===== config.mk =====
export PLATFORM = sky130hd
export DESIGN_NAME = btffa_ctrl
export DESIGN_NICKNAME = d
export VERILOG_FILES = /design/src/design/btffa_pkg.sv /design/src/design/btffa_ctrl.sv
export SDC_FILE = /design/constraint.sdc
export NUM_CORES = 1
export LEC_CHECK = 0
export BUFFER_PORTS_ARGS = -buffer_cell sky130_fd_sc_hd__buf_2
export CORE_MARGIN = 5
export CORE_UTILIZATION = 35
export CTS_BUF_LIST = sky130_fd_sc_hd__clkbuf_16
export CTS_CLUSTER_SIZE = 16
export DETAILED_ROUTE_END_ITERATION = 12
export SLEW_MARGIN = 5
export SYNTH_ARGS = -nofsm -noshare
export SYNTH_HDL_FRONTEND = slang
export SYNTH_SLANG_ARGS = --single-unit

===== constraint.sdc =====
create_clock -name clk -period 3.7 [get_ports clk]
set_input_delay 0.555 -clock clk [delete_from_list [all_inputs] [get_ports clk]]
set_output_delay 0.555 -clock clk [all_outputs]
set_load 0.05 [all_outputs]

===== src/design/btffa_pkg.sv =====
package btffa_pkg;

	localparam int ARENA_WORDS = 1024;
	localparam int MAX_HANDLES = 64;
	localparam int AW = $clog2(ARENA_WORDS);
	localparam int HW = $clog2(MAX_HANDLES);
	// tag word: size in words shifted left by one, allocated flag in bit 0
	localparam int SW = AW + 1;
	localparam int TW = SW + 1;

	typedef logic [1:0] cmd_t;
	localparam cmd_t CMD_ALLOC   = 2'd0;
	localparam cmd_t CMD_FREE    = 2'd1;
	localparam cmd_t CMD_RESOLVE = 2'd2;
	localparam cmd_t CMD_UNUSED  = 2'd3;

	typedef logic [2:0] status_t;
	localparam status_t ST_OK       = 3'd0;
	localparam status_t ST_ZERO     = 3'd1;
	localparam status_t ST_NOMEM    = 3'd2;
	localparam status_t ST_BADH     = 3'd3;
	localparam status_t ST_HFULL    = 3'd4;

	// datapath operations
	typedef enum logic [3:0] {
		OP_NONE,
		OP_LOAD,      // latch request, set scan pointer 0 (allocate) or handle start
		OP_RD_PTR,    // latch size of tag at scan pointer
		OP_STEP,      // advance scan pointer by block size
		OP_HSCAN,     // advance handle search
		OP_WR_A,      // write header of allocated block
		OP_WR_B,      // write footer of allocated block
		OP_WR_C,      // write header of remainder
		OP_WR_D,      // write footer of remainder
		OP_BIND,      // bind handle
		OP_F_RDS,     // read header of freed block
		OP_F_RDN,     // read next neighbour header
		OP_F_RDP,     // read previous neighbour footer
		OP_F_WRH,     // write merged header
		OP_F_WRF,     // write merged footer and unbind
		OP_CLR        // clear-pass write
	} op_t;

	typedef struct packed {
		op_t op;
	} ctl_t;

	typedef struct packed {
		logic clr_done;
		logic size_zero;
		logic scan_end;      // no fit possible
		logic fit;           // current tag is a fitting free block
		logic h_found;
		logic h_end;
		logic hok;
		logic split;
		logic nx_merge;
		logic pv_merge;
	} sts_t;

endpackage


===== src/design/btffa_ctrl.sv =====
module btffa_ctrl (
	input  logic                     clk,
	input  logic                     arst_n,
	input  logic                     in_fire,
	input  logic [1:0]               cmd,
	input  btffa_pkg::sts_t          sts,
	output btffa_pkg::ctl_t          ctl,
	output logic                     busy,
	output logic                     done,
	output btffa_pkg::status_t       st,
	output logic                     give_h,
	output logic                     give_off
);

	typedef enum logic [3:0] {
		S_CLR, S_IDLE, S_RD, S_CHK, S_HS, S_WA, S_WB, S_WC, S_WD, S_BIND,
		S_FRS, S_FRN, S_FRP, S_FWH, S_FWF
	} state_t;

	state_t state_q;
	logic [1:0] cmd_q;

	always_comb begin
		ctl.op = btffa_pkg::OP_NONE;
		unique case (state_q)
			S_CLR:  ctl.op = sts.clr_done ? btffa_pkg::OP_NONE : btffa_pkg::OP_CLR;
			S_IDLE: ctl.op = in_fire ? btffa_pkg::OP_LOAD : btffa_pkg::OP_NONE;
			S_RD:   ctl.op = btffa_pkg::OP_NONE;
			S_CHK:  ctl.op = sts.fit ? btffa_pkg::OP_RD_PTR : btffa_pkg::OP_STEP;
			S_HS:   ctl.op = sts.h_found ? btffa_pkg::OP_NONE : btffa_pkg::OP_HSCAN;
			S_WA:   ctl.op = btffa_pkg::OP_WR_A;
			S_WB:   ctl.op = btffa_pkg::OP_WR_B;
			S_WC:   ctl.op = btffa_pkg::OP_WR_C;
			S_WD:   ctl.op = btffa_pkg::OP_WR_D;
			S_BIND: ctl.op = btffa_pkg::OP_BIND;
			S_FRS:  ctl.op = btffa_pkg::OP_F_RDS;
			S_FRN:  ctl.op = btffa_pkg::OP_F_RDN;
			S_FRP:  ctl.op = btffa_pkg::OP_F_RDP;
			S_FWH:  ctl.op = btffa_pkg::OP_F_WRH;
			S_FWF:  ctl.op = btffa_pkg::OP_F_WRF;
			default: ;
		endcase
	end

	assign busy = state_q != S_IDLE;

	// sequencer with registered result strobe
	always_ff @(posedge clk or negedge arst_n) begin
		if (!arst_n) begin
			state_q  <= S_CLR;
			cmd_q    <= '0;
			done     <= 1'b0;
			st       <= btffa_pkg::ST_OK;
			give_h   <= 1'b0;
			give_off <= 1'b0;
		end else begin
			done <= 1'b0;
			unique case (state_q)
				S_CLR: if (sts.clr_done) state_q <= S_IDLE;
				S_IDLE: if (in_fire) begin
					cmd_q <= cmd;
					state_q <= S_RD;
				end
				S_RD: begin
					if (cmd_q == btffa_pkg::CMD_ALLOC) begin
						if (sts.size_zero) begin
							st <= btffa_pkg::ST_ZERO; give_h <= 1'b0; give_off <= 1'b0;
							done <= 1'b1; state_q <= S_IDLE;
						end else state_q <= S_CHK;
					end else if (sts.hok && cmd_q == btffa_pkg::CMD_RESOLVE) begin
						st <= btffa_pkg::ST_OK; give_h <= 1'b0; give_off <= 1'b1;
						done <= 1'b1; state_q <= S_IDLE;
					end else if (sts.hok && cmd_q == btffa_pkg::CMD_FREE) begin
						state_q <= S_FRS;
					end else begin
						st <= btffa_pkg::ST_BADH; give_h <= 1'b0; give_off <= 1'b0;
						done <= 1'b1; state_q <= S_IDLE;
					end
				end
				S_CHK: begin
					if (sts.scan_end) begin
						st <= btffa_pkg::ST_NOMEM; give_h <= 1'b0; give_off <= 1'b0;
						done <= 1'b1; state_q <= S_IDLE;
					end else if (sts.fit) state_q <= S_HS;
					else state_q <= S_RD;
				end
				S_HS: begin
					if (sts.h_found) state_q <= S_WA;
					else if (sts.h_end) begin
						st <= btffa_pkg::ST_HFULL; give_h <= 1'b0; give_off <= 1'b0;
						done <= 1'b1; state_q <= S_IDLE;
					end
				end
				S_WA: state_q <= S_WB;
				S_WB: state_q <= sts.split ? S_WC : S_BIND;
				S_WC: state_q <= S_WD;
				S_WD: state_q <= S_BIND;
				S_BIND: begin
					st <= btffa_pkg::ST_OK; give_h <= 1'b1; give_off <= 1'b1;
					done <= 1'b1; state_q <= S_IDLE;
				end
				S_FRS: state_q <= S_FRN;
				S_FRN: state_q <= S_FRP;
				S_FRP: state_q <= S_FWH;
				S_FWH: state_q <= S_FWF;
				S_FWF: begin
					st <= btffa_pkg::ST_OK; give_h <= 1'b0; give_off <= 1'b0;
					done <= 1'b1; state_q <= S_IDLE;
				end
				default: state_q <= S_IDLE;
			endcase
		end
	end

	assert property (@(posedge clk) disable iff (!arst_n)
		done |-> state_q == S_IDLE)
		else $error("result while busy");
	assert property (@(posedge clk) disable iff (!arst_n)
		in_fire |-> state_q == S_IDLE)
		else $error("item taken while busy");
	assert property (@(posedge clk) disable iff (!arst_n)
		done && give_h |-> st == btffa_pkg::ST_OK)
		else $error("handle given on failure");

endmodule


Word level (Yosys, flattened, before mapping). Cells that the tools add are included. W data, S select, Z words.

Bits in registers: 12. Bits of input ports: 15. Output and inout bits: 11. Logic and storage cells: 86.

Eq/ne operators: 25. Multiplexer cells: 44. Reduce and logical (&&, ||, !) cells: 11.

Operator list (count): $pmux W4 S14 (1); $pmux W4 S13 (1); $mux W4 (9); $mux W3 (10); $eq A4 B4 Y1 const B (7); $mux W1 (18); $eq A4 B3 Y1 const B (4); $pmux W3 S4 (1); $reduce_and A6 Y1 (2); $ne A2 B2 Y1 const B (5); $pmux W1 S5 (2); $eq A4 B2 Y1 const B (2); $ne A3 B3 Y1 const B (2); $reduce_bool A5 Y1 (1); $eq A4 B1 Y1 const B (1); $logic_not A4 Y1 (1); $ne A4 B1 Y1 const B (1); $ne A4 B4 Y1 const B (1); $pmux W1 S4 (1); $reduce_bool A4 Y1 (1); $reduce_and A3 Y1 (1); $eq A2 B1 Y1 const B (1); $eq A2 B2 Y1 const B (1); $logic_and A1 B1 Y1 (2); other kinds (4) (4).

Logic depth before layout (Yosys ltp).
Depth in word-level cells: 6. Gate-level depth with buffers: 6. Depth with buffers taken out: 5.

Least setup slack after synthesis. Ideal clock, no wire load.

Path type: register -> output. Start: register state_q[0]. End: output ctl[2] (netlist name). Arrival time: 2.286 ns. Required time: 3.145 ns. Slack: 0.859 ns. Cell stages (with the launch flop): 6. Path buffers: 2. Cell sequence: dfrtp_1 clkbuf_1 buf_1 nor3_1 nor2_1 a311oi_1.

RTL lines: start: declaration (line btffa_ctrl.sv:20) `state_t state_q;`; start signal: assignment (line btffa_ctrl.sv:95) `S_WB: state_q <= sts.split ? S_WC : S_BIND;`; end: declaration (line btffa_ctrl.sv:7) `output btffa_pkg::ctl_t ctl,`.

==> summary.txt <==
Outcome -> finished, final reports clean
Layout fillers -> 287
Fraction of registers with async set/reset -> 1.000
Clk_lat worst skew -> 0.24 ns
Routed wire per std cell -> 14.38 um
I/O Buffers -> 23
CP Class -> flip-flop to output pin
Cell Int Power -> 0.0005584 W
Worst EP required -> 3.14 ns
Syn Area/Cell -> 7.994 sq um
Final setup violation count -> 0
Met3 wire length -> 120 um
Slew @ Worst Pin -> 0.8887 ns
CP startpoint -> state_q[3]
Setup TNS -> 0 ns
Reg2reg setup slack -> 1.25 ns
# rows -> 19
Critical path's top delay family -> flip-flops
Sequential-to-total area share from yosys stat -> 0.2867
Worst rel slew slack -> 0.4075
H-tree levels -> 1
Uppermost layer routed -> met4
Clk sinks -> 12
Initial DRC count -> 18
CP peak stage delay -> 0.92 ns
Synth Warn # -> 0
Seq. cell area -> 300.3 sq um
Final slew viol count -> 0
Crit-path cells -> nor2b_1 -> o21ai_0 -> o41ai_1 -> a22o_1 -> buf_2
Largest net degree at the start of global routing -> 30
Gr usage total -> 0.1351
Synth Instances -> 131
ANT nets after route -> 0
Area Overhead vs Synth -> 16.61%
Final setup margin -> 0.9957 ns
Net Sw Frac -> 0.5257
Residual DRC -> 0
Largest cells by area after synthesis -> dfrtp_1 (29%), o21ai_0 (4.8%), nand2_1 (4.7%), nor2_1 (4.3%), a21oi_1 (3.8%)
Bufs on Longest Clock Path -> 2
Num CTS Buffers -> 3
CTS tree -> yes
Total core area -> 2805 sq um
Area fraction of the dominant cell type after synthesis -> 0.2867
Max-Cap Viols -> 0
CP bufs+invs -> 1
Via count -> 1,013
Pre-CTS setup slack -> 1.260 ns
GR Overflow Total -> 0
Leakage -> 0.5228 nW
Power Dens Cells -> 964.1 nW/um^2
Layout cells sized above 1 -> 0.2466
Period Utilization, post-route -> 0.7309
F_max -> 369.8 MHz
Die Span Y -> 64.70 um
DIE WIDTH -> 64.70 um
DR vias/cell -> 5.723
Drt pass-1 iters -> 4
Cell taking the most area after synthesis -> dfrtp_1
Fin Clk Skew -> 0.002374 ns
CP arrival -> 2.15 ns
Nets@finish -> 163
Synthesized net count -> 146
Final GP Congestion -> 0.8496
Combinational Power Share -> 0.579
Footprint of the multi-input gates -> 665.6 sq um
NetSw -> 0.0006189 W
Crit-path max FO -> 27
Endpoints failing hold -> 0
Most common cell after layout, fill and taps aside -> buf_2
Setup crit start kind -> flip-flop
Initial Util -> 0.3733
EDFF count, synth -> 0
CTS resizes -> 0
DR WL met2 -> 1.273 mm
Antenna Cells -> 0
Crit end category -> output pin
Setup Buffers After CTS -> 0
Final WL -> 2.545 mm
RSZ-0062 raised after global routing -> false
Distinct cells, synth -> 47
Die area -> 4186 sq um
Tot Pwr -> 0.001177 W
VDD IR max -> 467.4 uV
Most frequent cells in the layout -> buf_2 (23), nand2_1 (13), nor2_1 (12), dfrtp_1 (12), o21ai_0 (10)
Clk root buf -> clkbuf_16
Wl on met1 -> 1.130 mm
Synthesized flop and latch total -> 12
Crit path max-delay cell type -> dfrtp_1
I/O pin total -> 26
Hold_buf cts -> 0
Hold crit path type -> input port to async pin
Reg2Reg Launch Point -> state_q[3]
CTS clk-pin slew, worst paths -> 0.04 ns
Post-layout minimum cycle time -> 2.704 ns
Syn Std Cell Area -> 1047 sq um
First-pass GRT wire length -> 4.512 mm
Sequential Power Share -> 0.257
HPWL Detailed -> 1.881 mm
Initial antenna violation count -> 0
Number of global-route vias before repair -> 999
Prevailing post-synth register cell -> dfrtp_1
Clk pwr share -> 0.164
final timing paths:
path / endpoint / cells past startpoint
max: ctl[0] / 5
min: give_h / 1
max reg2reg: give_off / 5
min reg2reg: give_off / 1
max in group asynchronous: give_off / 1
min in group clk: give_off / 1
flip-flops by register name, indices dropped and copies added (netlist names):
signal	cells
cmd_q	2
st	3
give_h	1
give_off	1
state_q	4
done	1
stage by stage:
stage	util	hold WS, ns	cell area [sq um]	std cells
after CTS	0.4353	0.2016	1221	177
after detailed placement	0.4086	0.4522	1146	174
after floorplan	-	0.2594	1047	131
after global placement	0.4086	0.4454	1146	174
final	0.4353	0.1904	1221	177
after global routing	0.4353	0.2161	1221	177
routing by layer:
metal | track usage | vias up
li1 | - | 512
met3 | 0.04145 | 5
met1 | 0.1702 | 476
met5 | 0 | -
met4 | 0.03694 | 0
met2 | 0.2235 | 20
logic make-up after synthesis:
| family | Yosys count | synth area share |
|---|---|---|
| AO/OA/AOI/OAI | 44 | 0.3119 |
| XOR/XNOR | 1 | 0.008365 |
| buffers and inverters | 18 | 0.07767 |
| flip-flops | 12 | 0.2867 |
| multiplexers | 4 | 0.05018 |
| AND/OR/NAND/NOR | 52 | 0.2652 |
cells in the mapped netlist (2+ instances only):
cell type / instances
clkbuf_1: 5
nor3_1: 4
inv_1: 7
mux2_2: 2
a21oi_1: 8
nor2b_1: 6
nor3b_1: 2
nand3_1: 5
dfrtp_1: 12
o311ai_0: 2
o22ai_1: 2
a211oi_1: 2
nand2b_1: 3
a2bb2oi_1: 2
a221oi_1: 2
nand2_1: 13
buf_1: 2
mux2_4: 2
o21ai_0: 10
buf_2: 2
nor2_1: 12
cell type report:
type                            count  share of cell area
Multi-Input combinational cell    101              0.5451
Clock buffer                        3             0.06148
Inverter                            7             0.02152
Sequential cell                    12              0.2459
Tap cell                           31             0.03176
Timing Repair Buffer               23             0.09426
power by group through the flow:
| stage | logic, W | registers [W] | clock network, W |
|---|---|---|---|
| 2_1_floorplan | 0.000567 | 0.000292 | 0 |
| 3_3_place_gp | 0.000681 | 0.000298 | 0 |
| 3_5_place_dp | 0.000684 | 0.000303 | 0 |
| 4_1_cts | 0.000688 | 0.000301 | 0.000196 |
| 5_1_grt | 0.000745 | 0.000321 | 0.000206 |
| 6_report | 0.000681 | 0.000303 | 0.000193 |
Note: power is estimated with default switching activity, not from simulation.
